==> src/hw/rtl/pure_pursuit_goal_point_core_defines.svh <==
// Assertion macros for the goal point core.
// Expects clk and rst in the scope of use.
`ifndef PURE_PURSUIT_GOAL_POINT_CORE_DEFINES_SVH
`define PURE_PURSUIT_GOAL_POINT_CORE_DEFINES_SVH
// same-cycle implication
`define PPGP_ASSERT_SAME(lbl, ante, cons, msg) \
  lbl: assert property (@(posedge clk) disable iff (rst) (ante) |-> (cons)) else $error(msg);
// next-cycle implication
`define PPGP_ASSERT_NEXT(lbl, ante, cons, msg) \
  lbl: assert property (@(posedge clk) disable iff (rst) (ante) |=> (cons)) else $error(msg);
`endif

==> src/hw/rtl/ppgp_pkg.sv <==
// Shared constants and types of the goal point core.
// No dependencies.
`timescale 1ns / 1ps
package ppgp_pkg;
  localparam int MAX_POINTS = 64;
  localparam int PIDX_W     = $clog2(MAX_POINTS);
  localparam int CNT_W      = PIDX_W + 1;
  localparam int CRD_W      = 24;
  localparam int SPD_W      = 16;
  localparam int RAD_W      = 16;
  localparam int MEM_W      = 2 * CRD_W + SPD_W + RAD_W;

  localparam int MUL_W      = 64;
  localparam int PROD_W     = 2 * MUL_W;
  localparam int MUL_CHUNK  = 16;

  localparam int DEN_W      = 2 * CRD_W + 2;
  localparam int NUM_W      = 77;
  localparam int QUO_W      = 32;
  localparam int SOL_CAP    = 2 ** 30;

  localparam int Q_ONE      = 256;
  localparam int Q_TWO_SQ   = 512 * 512;

  localparam logic CMD_LOAD = 1'b0;
  localparam logic CMD_POSE = 1'b1;

  typedef enum logic [1:0] {
    KIND_NONE  = 2'd0,
    KIND_ISECT = 2'd1,
    KIND_END   = 2'd2
  } kind_t;
endpackage

==> src/hw/rtl/ppgp_mul.sv <==
// Shared signed multiplier, 64x16 partial product per cycle.
// Depends on ppgp_pkg.
`timescale 1ns / 1ps
module ppgp_mul (
  input  logic                                clk,
  input  logic                                rst,
  input  logic                                start,
  input  logic signed [ppgp_pkg::MUL_W-1:0]  a,
  input  logic signed [ppgp_pkg::MUL_W-1:0]  b,
  output logic                                done,
  output logic signed [ppgp_pkg::PROD_W-1:0] p
);
  import ppgp_pkg::*;

  localparam int CHUNKS = MUL_W / MUL_CHUNK;
  localparam int CW     = $clog2(CHUNKS);

  logic [MUL_W-1:0]  am;
  logic [MUL_W-1:0]  bm;
  logic [PROD_W-1:0] acc;
  logic              neg;
  logic [CW-1:0]     cnt;
  logic              busy;
  logic              fin;

  always_ff @(posedge clk) begin
    if (rst) begin
      busy <= 1'b0;
      fin  <= 1'b0;
      done <= 1'b0;
    end else begin
      done <= 1'b0;
      if (start && !busy && !fin) begin
        am   <= a[MUL_W-1] ? MUL_W'(-a) : MUL_W'(a);
        bm   <= b[MUL_W-1] ? MUL_W'(-b) : MUL_W'(b);
        acc  <= '0;
        neg  <= a[MUL_W-1] ^ b[MUL_W-1];
        cnt  <= '0;
        busy <= 1'b1;
      end else if (busy) begin
        acc <= (acc << MUL_CHUNK) + PROD_W'(am * bm[MUL_W-1 -: MUL_CHUNK]);
        bm  <= bm << MUL_CHUNK;
        cnt <= cnt + CW'(1);
        if (cnt == CW'(CHUNKS - 1)) begin
          busy <= 1'b0;
          fin  <= 1'b1;
        end
      end else if (fin) begin
        p    <= neg ? PROD_W'(-acc) : PROD_W'(acc);
        fin  <= 1'b0;
        done <= 1'b1;
      end
    end
  end
endmodule

==> config.mk <==
export PLATFORM = sky130hd
export DESIGN_NAME = ppgp_mul
export DESIGN_NICKNAME = d
export VERILOG_FILES = /design/src/hw/rtl/pure_pursuit_goal_point_core_defines.svh /design/src/hw/rtl/ppgp_pkg.sv /design/src/hw/rtl/ppgp_mul.sv
export SDC_FILE = /design/constraint.sdc
export NUM_CORES = 2
export LEC_CHECK = 0
export ABC_AREA = 0
export BUFFER_PORTS_ARGS = -buffer_cell sky130_fd_sc_hd__buf_2
export CAP_MARGIN = 0
export CORE_UTILIZATION = 70
export DETAILED_ROUTE_END_ITERATION = 10
export GPL_ROUTABILITY_DRIVEN = 0
export PLACE_DENSITY = 0.89
export SYNTH_ARGS = -nofsm -noshare
export SYNTH_HDL_FRONTEND = slang
export SYNTH_SLANG_ARGS = --single-unit
==> constraint.sdc <==
create_clock -name clk -period 31.4 [get_ports clk]
set_input_delay 6.28 -clock clk [delete_from_list [all_inputs] [get_ports clk]]
set_output_delay 6.28 -clock clk [all_outputs]
set_load 0.03 [all_outputs]
* Word level (Yosys, flattened, before mapping)
Cells that the tools add are included. W data, S select, Z words.
Storage, ports and cells: latch bits 0, memories 0, output and inout port bits 129, memory bits (writable) 0, logic and storage cells 45, ROM bits 0, input bits 131, register bits 390
Operators by class: bitwise operators 4, multiplexer cells 13, $add $sub $neg 5, $lt $le $gt $ge 0, multiply operators 1, eq/ne operators 2, div/mod/pow operators 0, shifts and indexed selects 0, reductions and logical operators 10
Operator list (count):
- $mux W128 | 2
- $mux W64 | 3
- $add A128 B80 Y128 | 1
- $neg A128 Y128 | 1
- $neg A64 Y64 | 2
- $mul A64 B16 Y80 | 1
- $mux W63 | 1
- $mux W1 | 6
- $reduce_and A2 Y1 | 3
- $reduce_and A4 Y1 | 1
- $not A1 Y1 | 3
- $reduce_or A3 Y1 | 1
- $add A2 B1 Y2 const B | 1
- $eq A2 B2 Y1 const B | 1
- $logic_and A1 B1 Y1 | 2
- $logic_not A1 Y1 | 2
- $mux W2 | 1
- $ne A2 B1 Y1 const B | 1
- $reduce_bool A2 Y1 | 1
- $xor A1 B1 Y1 | 1

* Longest topological paths before layout
depth after elaboration 5, gate-level depth with buffers 29, gate-level depth less buffers 24

* Least setup slack after synthesis
OpenSTA, ideal clock, no wires.
path type input port to flip-flop, start input port rst, end register p[0] in the netlist's numbering (enable), data arrival time 15.488 ns, buffers on the path 0, path slack 15.114 ns, setup time 0.798 ns, required time 30.602 ns, stages 1, path through nor3b_1
On the way: cells in the longest elaborated chain, start to end 2
RTL lines:
- start: declaration | line ppgp_mul.sv:6 | input logic rst,
- $not A1 Y1 (no line)
- $reduce_and A4 Y1 (no line)
- end signal: assignment | line ppgp_mul.sv:49 | p <= neg ? PROD_W'(-acc) : PROD_W'(acc);
- end: declaration | line ppgp_mul.sv:11 | output logic signed [ppgp_pkg::PROD_W-1:0] p
No other way between the ends. A chain may end at the register's enable or synchronous reset.

* Worst setup path in the final report
start register bm[57], end register acc[114], data pin
On the way: cells in the longest elaborated chain, start to end 3
RTL lines:
- start: declaration | line ppgp_mul.sv:19 | logic [MUL_W-1:0] bm;
- start signal: assignment | line ppgp_mul.sv:35 | bm <= b[MUL_W-1] ? MUL_W'(-b) : MUL_W'(b);
- start signal: assignment | line ppgp_mul.sv:42 | bm <= bm << MUL_CHUNK;
- $mul A64 B16 Y80 | line ppgp_mul.sv:41 | acc <= (acc << MUL_CHUNK) + PROD_W'(am * bm[MUL_W-1 -: MUL_CHUNK]);
- $add A128 B80 Y128 | line ppgp_mul.sv:41
- $mux W128 | line ppgp_mul.sv:40 | end else if (busy) begin
- end signal: assignment | line ppgp_mul.sv:41
- end: declaration | line ppgp_mul.sv:20 | logic [PROD_W-1:0] acc;
No other way between the ends. The select of a mux whose other input is x is not followed.

==> out/metrics.cfg <==
[status]
status=finished, final reports clean

[drt]
drc=0
vias_per_cell=6.25
num_vias=43100
drt-met1-wl_mm=47.6
wl_mm=149
dr.max_layer_used=met5
wire_per_inst_um=21.6
wl_met3_mm=17.6
drt_first_pass_iters=9
ant_nets=0
met2_length_mm=70.9
drt_iter0_drc=4923

[critical_path]
critPathLaunch=bm[57]
crit_top_cell=fa_1
crit_path_top_delay_cell=a311oi_1
path_buf_inv=7
critPathLaunchType=flip-flop
crit_chain=buf_4 > buf_4 > nand2_1 > fa_1 > inv_1 > fa_1 > fa_1 > fa_1 > fa_1 > inv_1 > fa_1 > inv_1 > ha_1 > nand4_1 > or4_1 > a311oi_1 > o21ai_0 > buf_4 > nor4_1 > o211a_1 > o21ai_0 > buf_4 > o32ai_1 > mux2i_1
critPathKind=flip-flop to flip-flop
crit_family=adder cells
r2r_start=bm[57]
worst-r2r-cell-count=24
reg2reg_slack_ns=21.88
worstPathMaxFanout=50
critPathCaptureType=flip-flop
worstReg2RegEnd=acc[114]
cp.arrival_ns=9.96
endpoint=acc[114]
cp.depth=24
slowest_delay_ns=0.95
cp.required_ns=31.84

[synth]
postSynthCellCount=5817
synth_xor_xnor_area_share=0.0551
synthFlopType=edfxtp_1
yosys-top-cells-count=inv_1, fa_1, nand2_1
yosysWarnings=0
ys_types=72
async_reset_ff_frac=0
synth_top_cell_by_area=fa_1
ys_ff_latch=390
ys_top_cells_by_area=fa_1, edfxtp_1, inv_1
synth_mux_area_frac=0.00297
yosysMostFrequentCell=inv_1
synth_fp_nets=7050
synth_top_family_by_area=adder cells
synth_edf_count=387
ys_seq_area_frac=0.217
yosys.area_share.simple=0.168
synth_top_area_frac=0.345
synth.avg_cell_area_um2=9.27
synthAdderAreaFrac=0.385
synth-compound-area-share=0.0696
syn_area_mm2=0.0539

[floorplan]
num_rows=101
core_mm2=0.0761
io_pins=260
initial_utilization=0.709
dieWidth_um=279
dieArea_mm2=0.0781
die_h_um=279

[clocking]
cts_root_buf=clkbuf_16
cts_resized=0
clkLatencyLatePin_ns=0.64
clk_pin_slew_ns=0.07
clock_path_buffers=3
cts_tree=built
cts_setup_buffers=0
htree_levels=2
cts_hold_buffers=0
cts-buffers-inserted=45
cts_sinks=390

[timing]
slew_headroom=0.167
skew_ns=0.0411
final_max_slew_viol_count=0
hold_violations=0
worst_slew_pin_slew_ns=1.25
setup_viol=0
final.period_utilization=0.303
setup_tns_ns=0
finalCriticalPeriod_ns=9.52
rsz0062_at_grt=false
clock.fmax_mhz=105

[global_route]
grt_pass1_wl_mm=240
antenna_found_initial=5
grt_max_degree=126
grt_usage=0.397
grt_pass1_vias=45400
overflow=0

[min_path]
hold-path-cell-count=0
hold_class=flip-flop to flip-flop

[flow_run]
drv_cap=0

[place]
io_buffers=259
dp.final_hpwl_mm=114

[layout]
areaGrowthSynthToFinish_pct=5.77
final_nets=7065
drive_gt1_frac=0.0685
fill_cells=4904

-- registers in the layout, summed over array words and instances (netlist names) --
register,flops
am,64
acc,128
bm,64
busy,1
p,128
cnt,2
neg,1
done,1
fin,1
-- how the worst min path moves through the flow --
stage / startpoint / end
after floorplan: acc[0] / p[0]
after global placement: acc[0] / p[0]
after detailed placement: acc[0] / p[0]
after CTS: acc[0] / p[0]
after global routing: acc[0] / p[0]
final: acc[0] / p[0]
-- cells by family after synthesis --
family,Yosys count
AO/OA/AOI/OAI,610
XOR/XNOR,339
adder cells (fa/ha/maj),1102
buffers and inverters,1470
flip-flops,390
multiplexers,16
AND/OR/NAND/NOR,1890
-- through the flow --
stage	worst slack (ns)	hold slack, ns	instances	util	area (µm²)
final	21.88	0.501	6900	0.749	57000
after global routing	21.60	0.502	6897	0.749	57000
after CTS	21.89	0.497	6896	0.749	57000
after detailed placement	21.24	0.482	6815	0.730	55600
after global placement	21.28	0.478	6815	0.730	55600
after floorplan	15.11	0.443	5817	-	53900
-- area by class of cell --
cell class | instances | area [µm²] | share of cell area
antenna | 4 | 10.0 | 0.000176
clock inverter | 33 | 308 | 0.00540
multi-input combinational | 3957 | 36700 | 0.644
timing repair buffer | 297 | 1580 | 0.0277
inverter | 1141 | 4280 | 0.0751
clock buffer | 48 | 1140 | 0.0199
tap | 1030 | 1290 | 0.0226
sequential | 390 | 11700 | 0.205
-- metal layers --
| layer | global-route usage | vias to the layer above |
|---|---|---|
| met5 | 0 | - |
| met4 | 0.287 | 8 |
| met3 | 0.105 | 920 |
| met2 | 0.642 | 3114 |
| met1 | 0.461 | 21000 |
| li1 | - | 18100 |
-- placed cells by master (no fill, tap or decap), types with 5 or more instances in the layout --
cell type,Yosys,final
xor2_1,92,92
or2_2,18,18
clkbuf_16,0,45
clkinv_4,0,7
nand2_1,924,924
fa_1,930,930
o21bai_1,28,28
xnor2_1,247,247
nor2b_1,9,9
a21oi_1,141,141
edfxtp_1,387,387
mux2i_1,16,16
o22ai_1,5,5
or3_1,46,46
buf_4,0,38
nand4_1,71,71
inv_1,1141,1141
and3_1,19,19
o31ai_1,78,78
nor3_1,53,53
o21ai_0,226,226
o41ai_1,46,46
ha_1,172,172
or4_1,41,41
a211oi_1,7,7
nor4_1,27,27
a21o_1,25,25
nor2_1,197,195
buf_2,1,259
and2_1,372,372
clkinv_1,0,9
a31oi_1,11,11
nand3_1,56,56
nand2b_1,32,32
clkinvlp_4,0,5
Power is left out: the tool's default activity adds up to more than one toggle a clock period on the data nets, which glitch-free logic cannot reach.
