### src/hw/rtl/pure_pursuit_goal_point_core_defines.svh
// Assertion macros for the goal point core.
// Expects clk and rst in the scope of use.
`ifndef PURE_PURSUIT_GOAL_POINT_CORE_DEFINES_SVH
`define PURE_PURSUIT_GOAL_POINT_CORE_DEFINES_SVH
// same-cycle implication
`define PPGP_ASSERT_SAME(lbl, ante, cons, msg) \
  lbl: assert property (@(posedge clk) disable iff (rst) (ante) |-> (cons)) else $error(msg);
// next-cycle implication
`define PPGP_ASSERT_NEXT(lbl, ante, cons, msg) \
  lbl: assert property (@(posedge clk) disable iff (rst) (ante) |=> (cons)) else $error(msg);
`endif

### src/hw/rtl/ppgp_pkg.sv
// Shared constants and types of the goal point core.
// No dependencies.
`timescale 1ns / 1ps
package ppgp_pkg;
  localparam int MAX_POINTS = 64;
  localparam int PIDX_W     = $clog2(MAX_POINTS);
  localparam int CNT_W      = PIDX_W + 1;
  localparam int CRD_W      = 24;
  localparam int SPD_W      = 16;
  localparam int RAD_W      = 16;
  localparam int MEM_W      = 2 * CRD_W + SPD_W + RAD_W;

  localparam int MUL_W      = 64;
  localparam int PROD_W     = 2 * MUL_W;
  localparam int MUL_CHUNK  = 16;

  localparam int DEN_W      = 2 * CRD_W + 2;
  localparam int NUM_W      = 77;
  localparam int QUO_W      = 32;
  localparam int SOL_CAP    = 2 ** 30;

  localparam int Q_ONE      = 256;
  localparam int Q_TWO_SQ   = 512 * 512;

  localparam logic CMD_LOAD = 1'b0;
  localparam logic CMD_POSE = 1'b1;

  typedef enum logic [1:0] {
    KIND_NONE  = 2'd0,
    KIND_ISECT = 2'd1,
    KIND_END   = 2'd2
  } kind_t;
endpackage

### src/hw/rtl/ppgp_div.sv
// Restoring divider, one quotient bit per cycle, truncating, capped quotient.
// Depends on ppgp_pkg.
`timescale 1ns / 1ps
module ppgp_div (
  input  logic                               clk,
  input  logic                               rst,
  input  logic                               start,
  input  logic signed [ppgp_pkg::NUM_W-1:0] num,
  input  logic        [ppgp_pkg::DEN_W-1:0] den,
  output logic                               done,
  output logic signed [ppgp_pkg::QUO_W-1:0] quo
);
  import ppgp_pkg::*;

  localparam int CW = $clog2(NUM_W);

  logic [NUM_W-1:0] m;
  logic [NUM_W-1:0] q;
  logic [DEN_W-1:0] rem;
  logic [DEN_W-1:0] dv;
  logic             neg;
  logic [CW-1:0]    cnt;
  logic             busy;
  logic             fin;
  logic [DEN_W:0]   rem_sh;
  logic             ge;
  logic [QUO_W-2:0] qc;

  assign rem_sh = {rem, m[NUM_W-1]};
  assign ge     = rem_sh >= {1'b0, dv};
  assign qc     = (q > NUM_W'(SOL_CAP)) ? (QUO_W-1)'(SOL_CAP) : q[QUO_W-2:0];

  always_ff @(posedge clk) begin
    if (rst) begin
      busy <= 1'b0;
      fin  <= 1'b0;
      done <= 1'b0;
    end else begin
      done <= 1'b0;
      if (start && !busy && !fin) begin
        m    <= num[NUM_W-1] ? NUM_W'(-num) : NUM_W'(num);
        neg  <= num[NUM_W-1];
        dv   <= den;
        rem  <= '0;
        q    <= '0;
        cnt  <= '0;
        busy <= 1'b1;
      end else if (busy) begin
        rem <= ge ? DEN_W'(rem_sh - {1'b0, dv}) : DEN_W'(rem_sh);
        q   <= {q[NUM_W-2:0], ge};
        m   <= m << 1;
        cnt <= cnt + CW'(1);
        if (cnt == CW'(NUM_W - 1)) begin
          busy <= 1'b0;
          fin  <= 1'b1;
        end
      end else if (fin) begin
        quo  <= neg ? -QUO_W'({1'b0, qc}) : QUO_W'({1'b0, qc});
        fin  <= 1'b0;
        done <= 1'b1;
      end
    end
  end
endmodule

### config.mk
export PLATFORM = sky130hd
export DESIGN_NAME = ppgp_div
export DESIGN_NICKNAME = d
export VERILOG_FILES = /design/src/hw/rtl/pure_pursuit_goal_point_core_defines.svh /design/src/hw/rtl/ppgp_pkg.sv /design/src/hw/rtl/ppgp_div.sv
export SDC_FILE = /design/constraint.sdc
export NUM_CORES = 1
export LEC_CHECK = 0
export BUFFER_PORTS_ARGS = -buffer_cell sky130_fd_sc_hd__buf_2
export CORE_AREA = 2 2 194 196
export DETAILED_ROUTE_END_ITERATION = 10
export DIE_AREA = 0 0 196 198
export GPL_TIMING_DRIVEN = 0
export PLACE_DENSITY = 0.68
export SETUP_SLACK_MARGIN = 0.15
export SYNTH_ARGS = -nofsm -noshare
export SYNTH_HDL_FRONTEND = slang
export SYNTH_SLANG_ARGS = --single-unit
### constraint.sdc
create_clock -name clk -period 22.2 [get_ports clk]
set_clock_uncertainty 0.1 [all_clocks]
set_input_delay 1.11 -clock clk [delete_from_list [all_inputs] [get_ports clk]]
set_output_delay 1.11 -clock clk [all_outputs]
set_load 0.02 [all_outputs]
After elaboration in Yosys (flattened, before gate mapping)
Cells that the tools add are included.
- word-level logic and storage cells: 47
- flip-flop bits (word level): 297
- output and inout bits: 33
- input bits: 130
- $lt $le $gt $ge: 2
- mux-type cells: 15
- reduce and logical (&&, ||, !) cells: 10
- equality and inequality tests: 2
- $add $sub $neg: 4
- bitwise gates (word level): 3
- operators by type and width (operator ; number):
    2-to-1 mux 77 bit ; 4
    2-to-1 mux 50 bit ; 2
    greater-than comparator 77 x 31 -> 1 bit (second input constant) ; 1
    negator 77 bit ; 1
    2-to-1 mux 31 bit ; 2
    >= comparator 51 x 50 -> 1 bit ; 1
    subtractor 50 bit ; 1
    negator 31 -> 32 bit ; 1
    adder 7 x 1 -> 7 bit (second input constant) ; 1
    equality test 7 bit (second input constant) ; 1
    2-to-1 mux 7 bit ; 1
    2-to-1 mux 1 bit ; 6
    AND reduction 2 bit ; 3
    AND reduction 4 bit ; 1
    NOT 1 bit ; 3
    OR reduction 3 bit ; 1
    logical AND 1 bit ; 2
    zero test 1 bit ; 2
    != test 2 x 1 -> 1 bit (second input constant) ; 1
    nonzero test 2 bit ; 1

Longest topological paths before layout
Gate-level depths: netlist of the first run.
- depth after elaboration: 5
- mapped depth: 19
- depth with buffers taken out: 16

Worst setup path before layout of the first run
Ideal clock, no wire load.
- path type: in2reg
- from: in start
- to: reg cnt[0] (enable)
- arrival: 11913 ps
- data required time: 21245 ps
- path slack: 9332 ps
- stages on the path: 4
- setup time: 855 ps
- path through: nand3_1 -> clkbuf_1 -> clkbuf_1 -> a21oi_1
- longest elaborated chain between the ends: 4
- ends and longest elaborated chain (what ; line ; text):
    start, declared ; ppgp_div.sv:7 ; input logic start,
    logical AND 1 bit (2 in series) ; ppgp_div.sv:40 ; if (start && !busy && !fin) begin
    nonzero test 2 bit (no line) ; - ;
    AND reduction 2 bit (no line) ; - ;
    end signal, assigned ; ppgp_div.sv:52 ; cnt <= cnt + CW'(1);
    end, declared ; ppgp_div.sv:22 ; logic [CW-1:0] cnt;
Every way passes these cells.
A chain may end at the register's enable or synchronous reset.

Final worst setup path of the first run
- from: reg q[2]
- to: reg quo[18] (netlist bit) (data pin)
- longest elaborated chain between the ends: 4
- ends and longest elaborated chain (what ; line ; text):
    start, declared ; ppgp_div.sv:18 ; logic [NUM_W-1:0] q;
    start signal, assigned ; ppgp_div.sv:50 ; q <= {q[NUM_W-2:0], ge};
    greater-than comparator 77 x 31 -> 1 bit ; ppgp_div.sv:31 ; assign qc = (q > NUM_W'(SOL_CAP)) ? (QUO_W-1)'(SOL_CAP) : q[QUO_W-2:0];
    2-to-1 mux 31 bit (*) ; ppgp_div.sv:31 ;
    negator 31 -> 32 bit ; ppgp_div.sv:58 ; quo <= neg ? -QUO_W'({1'b0, qc}) : QUO_W'({1'b0, qc});
    2-to-1 mux 31 bit (*) ; ppgp_div.sv:58 ;
    end signal, assigned ; ppgp_div.sv:58 ;
    end, declared ; ppgp_div.sv:11 ; output logic signed [ppgp_pkg::QUO_W-1:0] quo
Every way passes the cells marked *; elsewhere a longest branch is shown, timed or not.

==> impl_metrics.json, run 1 <==
{
  "cts_inserted_buffers": 34,
  "fraction_of_post_synthesis_cell_area_in_the_top_cell_type_by_area_pct": 53.1,
  "maxClockFrequency_mhz": 169,
  "first_iter_violations": 860,
  "via_per_inst": 5.52,
  "rr_endpoint": "quo[18]",
  "leakage_power_total_nw": 7.48,
  "critical_path_required_ns": 22.38,
  "count_of_nets_after_finishing": 1978,
  "share_comb_of_total_power_pct": 18.1,
  "clock_slew_seen_by_the_registers_of_the_worst_setup_and_hold_paths_ns": 0.06,
  "timing.final.setup_violations": 0,
  "postSynthAreaPerCell_um2": 10.5,
  "routabilityCongestion": 0.915,
  "fraction_of_final_layout_cells_with_drive_strength_greater_than_1_pct": 14.1,
  "cts_hold_buf": 0,
  "via_count": 12600,
  "switching_share_pct": 26.7,
  "largest_net_degree_at_the_start_of_global_routing": 33,
  "clock-sinks": 297,
  "synth.distinct_cells": 73,
  "dr.pass1.iters": 5,
  "grt_first_pass_wirelength_um": 63500,
  "clock_insertion_delay_worst_skew_ns": 0.52,
  "synth_area_leader_cell": "edfxtp_1",
  "finalWirelength_um": 39400,
  "synth_sequential_area_ratio_pct": 53.4,
  "worstReg2RegStart": "q[2]",
  "worstPathBufferInverterCount": 3,
  "grt_setup_unrepaired": "false",
  "crit_chain": "or4_4 -> or3_4 -> or3_4 -> or3b_1 -> or4_1 -> buf_2 -> o21ai_2 -> and2_1 -> buf_2 -> nand2_1 -> ha_1 -> clkbuf_1 -> nand2_1 -> or3_1 -> o41ai_1 -> nor2_1 -> nor2_1 -> a211oi_1",
  "startpoint": "q[2]",
  "worst-slew-pin-transition_ns": 1.01,
  "worstHoldPathType": "reg -> reg",
  "postSynthNetCount": 1768,
  "cp_top_family": "simple AND/OR/NAND/NOR gates",
  "crit_fanout": 10,
  "final_max_slew_viol_count": 0,
  "clock_root_buffer": "clkbuf_16",
  "yosys.cell_count.top_type": "edfxtp_1",
  "total_switching_power_mw": 0.416,
  "die_width_um": 196,
  "reg2reg_slack_ns": 16.27,
  "cpPeakStageDelay_ns": 0.59,
  "synthTopCellsByArea": "edfxtp_1, xor2_1, nand2_1",
  "drt-wirelength-per-cell_um": 17.2,
  "finalHoldViolCount": 0,
  "yosys_warnings": 0,
  "worst_setup_path_endpoint": "quo[18]",
  "pre_cts_ws_ns": 16.37,
  "cells_after_synthesis": 1583,
  "floorplan.die_area_um2": 38800,
  "total_number_of_placement_rows": 71,
  "synth_ff_type": "edfxtp_1",
  "yosys-top-cells-count": "edfxtp_1, nand2_1, o21ai_0, xor2_1, nor2_1",
  "crit_arrival_ns": 6.11,
  "worstSetupPathDepth": 18,
  "placement.io_buffers": 162,
  "worst_setup_path_start_kind": "register",
  "floorplan.io_pins": 163,
  "power-per-cell-area_nw_per_um2": 79.9,
  "result_of_the_run": "finished, final reports clean",
  "fin_tns_setup_ns": 0,
  "dpl.hpwl_um": 28700,
  "synthesis.area_um2": 16600,
  "drtAntennaViolNets": 0,
  "syn_to_final_growth_pct": 17.2,
  "peakVddDrop_uv": 52.3,
  "clk_pwr_share_pct": 37.5,
  "cts.path.max_buffers": 3,
  "power_report.internal_total_mw": 1.14,
  "part_of_the_power_in_registers_pct": 44.4,
  "grt_pass1_vias": 12300,
  "global_route.overflow_total": 0,
  "drcViolationCount": 0,
  "fillerInstances": 3294,
  "die_h_um": 198,
  "layout_worst_path_cycle_share_pct": 26.7,
  "worstRegToRegCells": 18,
  "cts_resized": 0,
  "share_of_async_settable_or_async_resettable_flops_after_synthesis_pct": 0,
  "setup_slack_ns": 16.27,
  "grtUsageTotal_pct": 20.2,
  "floorplan.initialDensity_pct": 45.0,
  "ys_seq_elements": 297,
  "hold_depth": 2,
  "max_slew_margin_pct": 31.9,
  "placeableCoreArea_um2": 37000,
  "timing.critical_path.to_type": "register",
  "htree_num_levels": 2,
  "drv_cap": 0,
  "critical_path.slowest_cell": "or4_4",
  "min_period_ns": 5.93,
  "tritoncts": "yes",
  "synth-edff-count": 294,
  "grt_antenna_before_repair": 4,
  "setup.worst_path.class": "reg -> reg",
  "postCtsSetupRepairBufs": 0,
  "p_total_mw": 1.56
}
==> power groups by stage <==
stage / logic [mW] / clock network [mW] / registers, mW
6_report: 0.282 / 0.583 / 0.692
5_1_grt: 0.315 / 0.616 / 0.696
4_1_cts: 0.280 / 0.596 / 0.692
3_5_place_dp: 0.278 / 0 / 0.703
3_3_place_gp: 0.263 / 0 / 0.719
2_1_floorplan: 0.195 / 0 / 0.708
==> layout by cell type, fill, tap and decap left out, drive strengths merged, types with 15 or more instances in the layout <==
master,n
a21o,27
xor2,111
nor4,18
a21oi,89
nand4,15
nor2b,83
ha,54
buf,182
or4,21
o41ai,15
mux2i,23
edfxtp,294
clkbuf,105
o21ai,147
or3,27
inv,72
nand2,205
o31ai,40
nor3,27
xnor2,26
nand3,27
nor2,100
==> cell families after synthesis <==
group	after synthesis	synth area share, %
compound gates	380	14.1
xor+xnor	137	7.22
fa+ha+maj	55	4.18
buf+inv	141	3.27
flops	297	53.4
mux	24	1.45
simple gates	549	16.3
==> worst min-delay path, stage by stage, from the launching register on <==
cell,delay (ns)
edfxtp_1,0.32
nand2_1,0.04
o21ai_0,0.06
==> how the worst min path moves through the flow <==
stage | start | endpoint
6_report | m[43] | m[44]
5_1_grt | m[45] | m[46]
4_1_cts | m[47] | m[48]
3_5_place_dp | m[31] | m[32]
3_3_place_gp | busy | done
2_1_floorplan | busy | done
==> flip-flops by register name, indices dropped and copies added, names as in the netlist, 7 cells and up <==
name,cells
q,77
dv,50
quo,32
m,77
rem,50
cnt,7
==> per-stage QoR <==
stage / area [µm²] / hold WS (ns) / util (%) / std cells
final: 19500 / 0.426 / 52.7 / 2293
after global routing: 19500 / 0.446 / 52.7 / 2293
after CTS: 19500 / 0.425 / 52.7 / 2290
after detailed placement: 18300 / 0.408 / 49.6 / 2231
after global placement: 18000 / 0.386 / 48.8 / 2219
after floorplan: 16600 / 0.338 / - / 1583
==> per-layer routing <==
layer | global-route usage, % | vias to the layer above | wire [µm]
li1 | - | 6197 | -
met1 | 28.5 | 5994 | 18300
met2 | 32.6 | 389 | 17800
met3 | 2.90 | 67 | 2310
met4 | 5.86 | 0 | 990
met5 | 0 | - | 0
==> cell type report <==
type | instances | area [µm²] | share of cell area, %
diodes | 3 | 7.51 | 0.0385
plain buffers | 71 | 282 | 1.44
clock buffers | 42 | 902 | 4.63
clock inverters | 17 | 236 | 1.21
inverters | 70 | 263 | 1.35
multi-input cells | 1145 | 7230 | 37.1
flip-flops and latches | 297 | 8890 | 45.6
well taps | 474 | 593 | 3.04
repair buffers | 174 | 1090 | 5.57
No activity file was read; power rests on OpenSTA's default activity.
==> run 2: changes to the inputs <==
- ABC_AREA: default -> 1
- CORE_AREA: 2 2 194 196 -> 2 2 206 208
- DIE_AREA: 0 0 196 198 -> 0 0 208 210
- PLACE_DENSITY: 0.68 -> 0.7
- clock period: 22.2 -> 4.9 ns (I/O delays scaled with it)
==> impl_metrics.json, run 2 <==
{
  "timing.final.setup_violations": 0,
  "max_slew_margin_pct": 38.4,
  "clk_pwr_share_pct": 35.1,
  "crit_arrival_ns": 3.94,
  "drt-wirelength-per-cell_um": 17.2,
  "floorplan.die_area_um2": 43700,
  "grt_first_pass_wirelength_um": 86900,
  "floorplan.io_pins": 163,
  "dr.pass1.iters": 6,
  "total_switching_power_mw": 2.18,
  "critical_path_required_ns": 5.11,
  "placement.cell_area_um2": 20600,
  "postSynthNetCount": 2527,
  "worst_setup_path_start_kind": "register",
  "pre_cts_ws_ns": 1.23,
  "synth-edff-count": 294,
  "yosys_warnings": 0,
  "finalHoldViolCount": 0,
  "grt_pass1_vias": 16800,
  "clock_insertion_delay_worst_skew_ns": 0.56,
  "fin_tns_setup_ns": 0,
  "final_max_slew_viol_count": 0,
  "die_width_um": 208,
  "switching_share_pct": 30.2,
  "placement.io_buffers": 162,
  "placeableCoreArea_um2": 41500,
  "synthTopCellsByArea": "edfxtp_1, nand2_1, nor2_1",
  "grt_setup_unrepaired": "false",
  "drtAntennaViolNets": 0,
  "power_report.internal_total_mw": 5.03,
  "clock-sinks": 297,
  "grt_antenna_before_repair": 3,
  "total_number_of_placement_rows": 75,
  "floorplan.initialDensity_pct": 45.3,
  "drcViolationCount": 0,
  "worstHoldPathType": "in -> reg",
  "post-route-cell-area_um2": 22400,
  "tritoncts": "yes",
  "routabilityCongestion": 0.954,
  "syn_to_final_growth_pct": 18.9,
  "worstPathBufferInverterCount": 5,
  "most_common_cell_after_layout_fill_and_taps_aside": "nand2_1",
  "worst-slew-pin-transition_ns": 0.924,
  "yosys.cell_count.top_type": "nand2_1",
  "synth_sequential_area_ratio_pct": 47.3,
  "postCtsSetupRepairBufs": 0,
  "cts.path.max_buffers": 3,
  "leakage_power_total_nw": 9.47,
  "layout.cells.most_common_list": "nand2_1, nor2_1, inv_1, edfxtp_1, buf_2",
  "multi_input_area_um2": 8380,
  "synth_ff_type": "edfxtp_1",
  "peakVddDrop_uv": 225,
  "clock_slew_seen_by_the_registers_of_the_worst_setup_and_hold_paths_ns": 0.06,
  "share_of_async_settable_or_async_resettable_flops_after_synthesis_pct": 0,
  "synth.distinct_cells": 52,
  "fraction_of_post_synthesis_cell_area_in_the_top_cell_type_by_area_pct": 46.9,
  "layout_worst_path_cycle_share_pct": 76.0,
  "cts_inserted_buffers": 35,
  "cpPeakStageDelay_ns": 0.43,
  "fillerInstances": 3963,
  "ys_seq_elements": 297,
  "yosys-top-cells-count": "nand2_1, nor2_1, inv_1, edfxtp_1, o21ai_0",
  "postSynthAreaPerCell_um2": 8.03,
  "setup_slack_ns": 1.18,
  "via_count": 17100,
  "crit_fanout": 10,
  "fraction_of_final_layout_cells_with_drive_strength_greater_than_1_pct": 10.0,
  "result_of_the_run": "finished, final reports clean",
  "synth_area_leader_cell": "edfxtp_1",
  "power-per-cell-area_nw_per_um2": 322,
  "dpl.hpwl_um": 42300,
  "drv_cap": 0,
  "crit_chain": "nor2_1 -> nand2_1 -> nor2_1 -> nand3_1 -> nor2_2 -> nand2_4 -> buf_6 -> buf_6 -> buf_2 -> nor2_1 -> inv_1 -> ha_1 -> o21ai_1 -> nor2_1 -> nand2_1 -> nand2_2 -> buf_6 -> nand4_1 -> nand2_1",
  "die_h_um": 210,
  "critical_path.slowest_cell": "nor2_2",
  "cells_after_synthesis": 2342,
  "first_iter_violations": 1428,
  "maxClockFrequency_mhz": 269,
  "via_per_inst": 5.35,
  "htree_num_levels": 2,
  "critPathMostFrequentCell": "nor2_1",
  "share_comb_of_total_power_pct": 21.1,
  "timing.critical_path.to_type": "register",
  "count_of_nets_after_finishing": 2807,
  "finalWirelength_um": 54700,
  "clock_root_buffer": "clkbuf_16",
  "sequential_standard_cell_area_um2": 8890,
  "synthesis.area_um2": 18800,
  "setup.worst_path.class": "reg -> reg",
  "part_of_the_power_in_registers_pct": 43.8,
  "cp_top_family": "simple AND/OR/NAND/NOR gates",
  "largest_net_degree_at_the_start_of_global_routing": 33,
  "global_route.overflow_total": 0,
  "grtUsageTotal_pct": 25.0,
  "min_period_ns": 3.72,
  "reg_top3": "m: 77 flops, q: 77 flops"
}
==> run 2: cell types whose count changed after synthesis, moves of 32 or more <==
cell     change
nor2_1     +319
inv_1      +277
nand2_1    +235
nor2b_1     -83
nand3_1     +56
a21oi_1     +36
o31ai_1     -35
nand4_1     +32
==> run 2: area by class of cell <==
class	instances	share of cell area [%]
Timing Repair Buffer	243	7.75
Clock buffer	42	4.03
Clock inverter	20	0.839
Tap cell	539	3.02
Multi-Input combinational cell	1634	37.5
Antenna cell	1	0.0112
Sequential cell	297	39.7
Buffer	61	1.27
Inverter	350	5.87
==> run 2: power by group through the flow <==
stage,logic [mW],clock network (mW),registers [mW]
after floorplan,0.978,0,3.20
after global placement,1.40,0,3.23
final,1.52,2.53,3.16
after global routing,1.70,2.68,3.18
after CTS,1.51,2.58,3.16
after detailed placement,1.46,0,3.21
==> run 2: logic make-up after synthesis <==
| group | share of synthesized area, % |
|---|---|
| fa+ha+maj | 3.70 |
| compound gates | 11.4 |
| simple gates | 23.5 |
| flops | 47.3 |
| xor+xnor | 5.72 |
| buf+inv | 8.39 |
==> run 2: path summary, 6_finish.rpt <==
path         cells past startpoint  slack (ns)     from      end
max                             19        1.18    q[52]  quo[28]
min                              3        0.01  num[20]    m[20]
max reg2reg                     19        1.18    q[52]  quo[28]
min reg2reg                      1        0.37     busy     done
==> run 2: metal layers <==
layer | vias to the layer above | GRT usage [%] | part of all wire, %
met5 | - | 0 | 0.037
met3 | 119 | 4.42 | 6.9
met2 | 588 | 40.0 | 45
met1 | 7997 | 34.5 | 45
met4 | 4 | 8.02 | 3.2
li1 | 8352 | - | -
==> run 2: per-stage QoR <==
step | hold slack [ns] | total power, mW | utilization, % | instances
6_report | 0.0120 | 7.21 | 53.9 | 3187
5_1_grt | 0.0215 | 7.56 | 53.9 | 3187
4_1_cts | 0.0000214 | 7.25 | 53.9 | 3186
3_5_place_dp | 0.323 | 4.66 | 49.6 | 3054
3_3_place_gp | 0.321 | 4.63 | 49.0 | 3043
2_1_floorplan | 0.207 | 4.18 | - | 2342
==> run 2: worst reg2reg max path, stage by stage (launching register included) <==
cell and delay, ns:
edfxtp_1 0.39, nor2_1 0.17, nand2_1 0.07, nor2_1 0.12
nand3_1 0.12, nor2_2 0.43, nand2_4 0.19, buf_6 0.19
buf_6 0.15, buf_2 0.21, nor2_1 0.25, inv_1 0.08
ha_1 0.23, o21ai_1 0.19, nor2_1 0.13, nand2_1 0.10
nand2_2 0.06, buf_6 0.15, nand4_1 0.08, nand2_1 0.07
==> run 2: what timing repair did <==
item                       in CTS  in global routing
hold buffers                   70                  0
hold endpoints to repair       71                  0
setup endpoints to repair       0                  0
gates resized for setup         0                  0
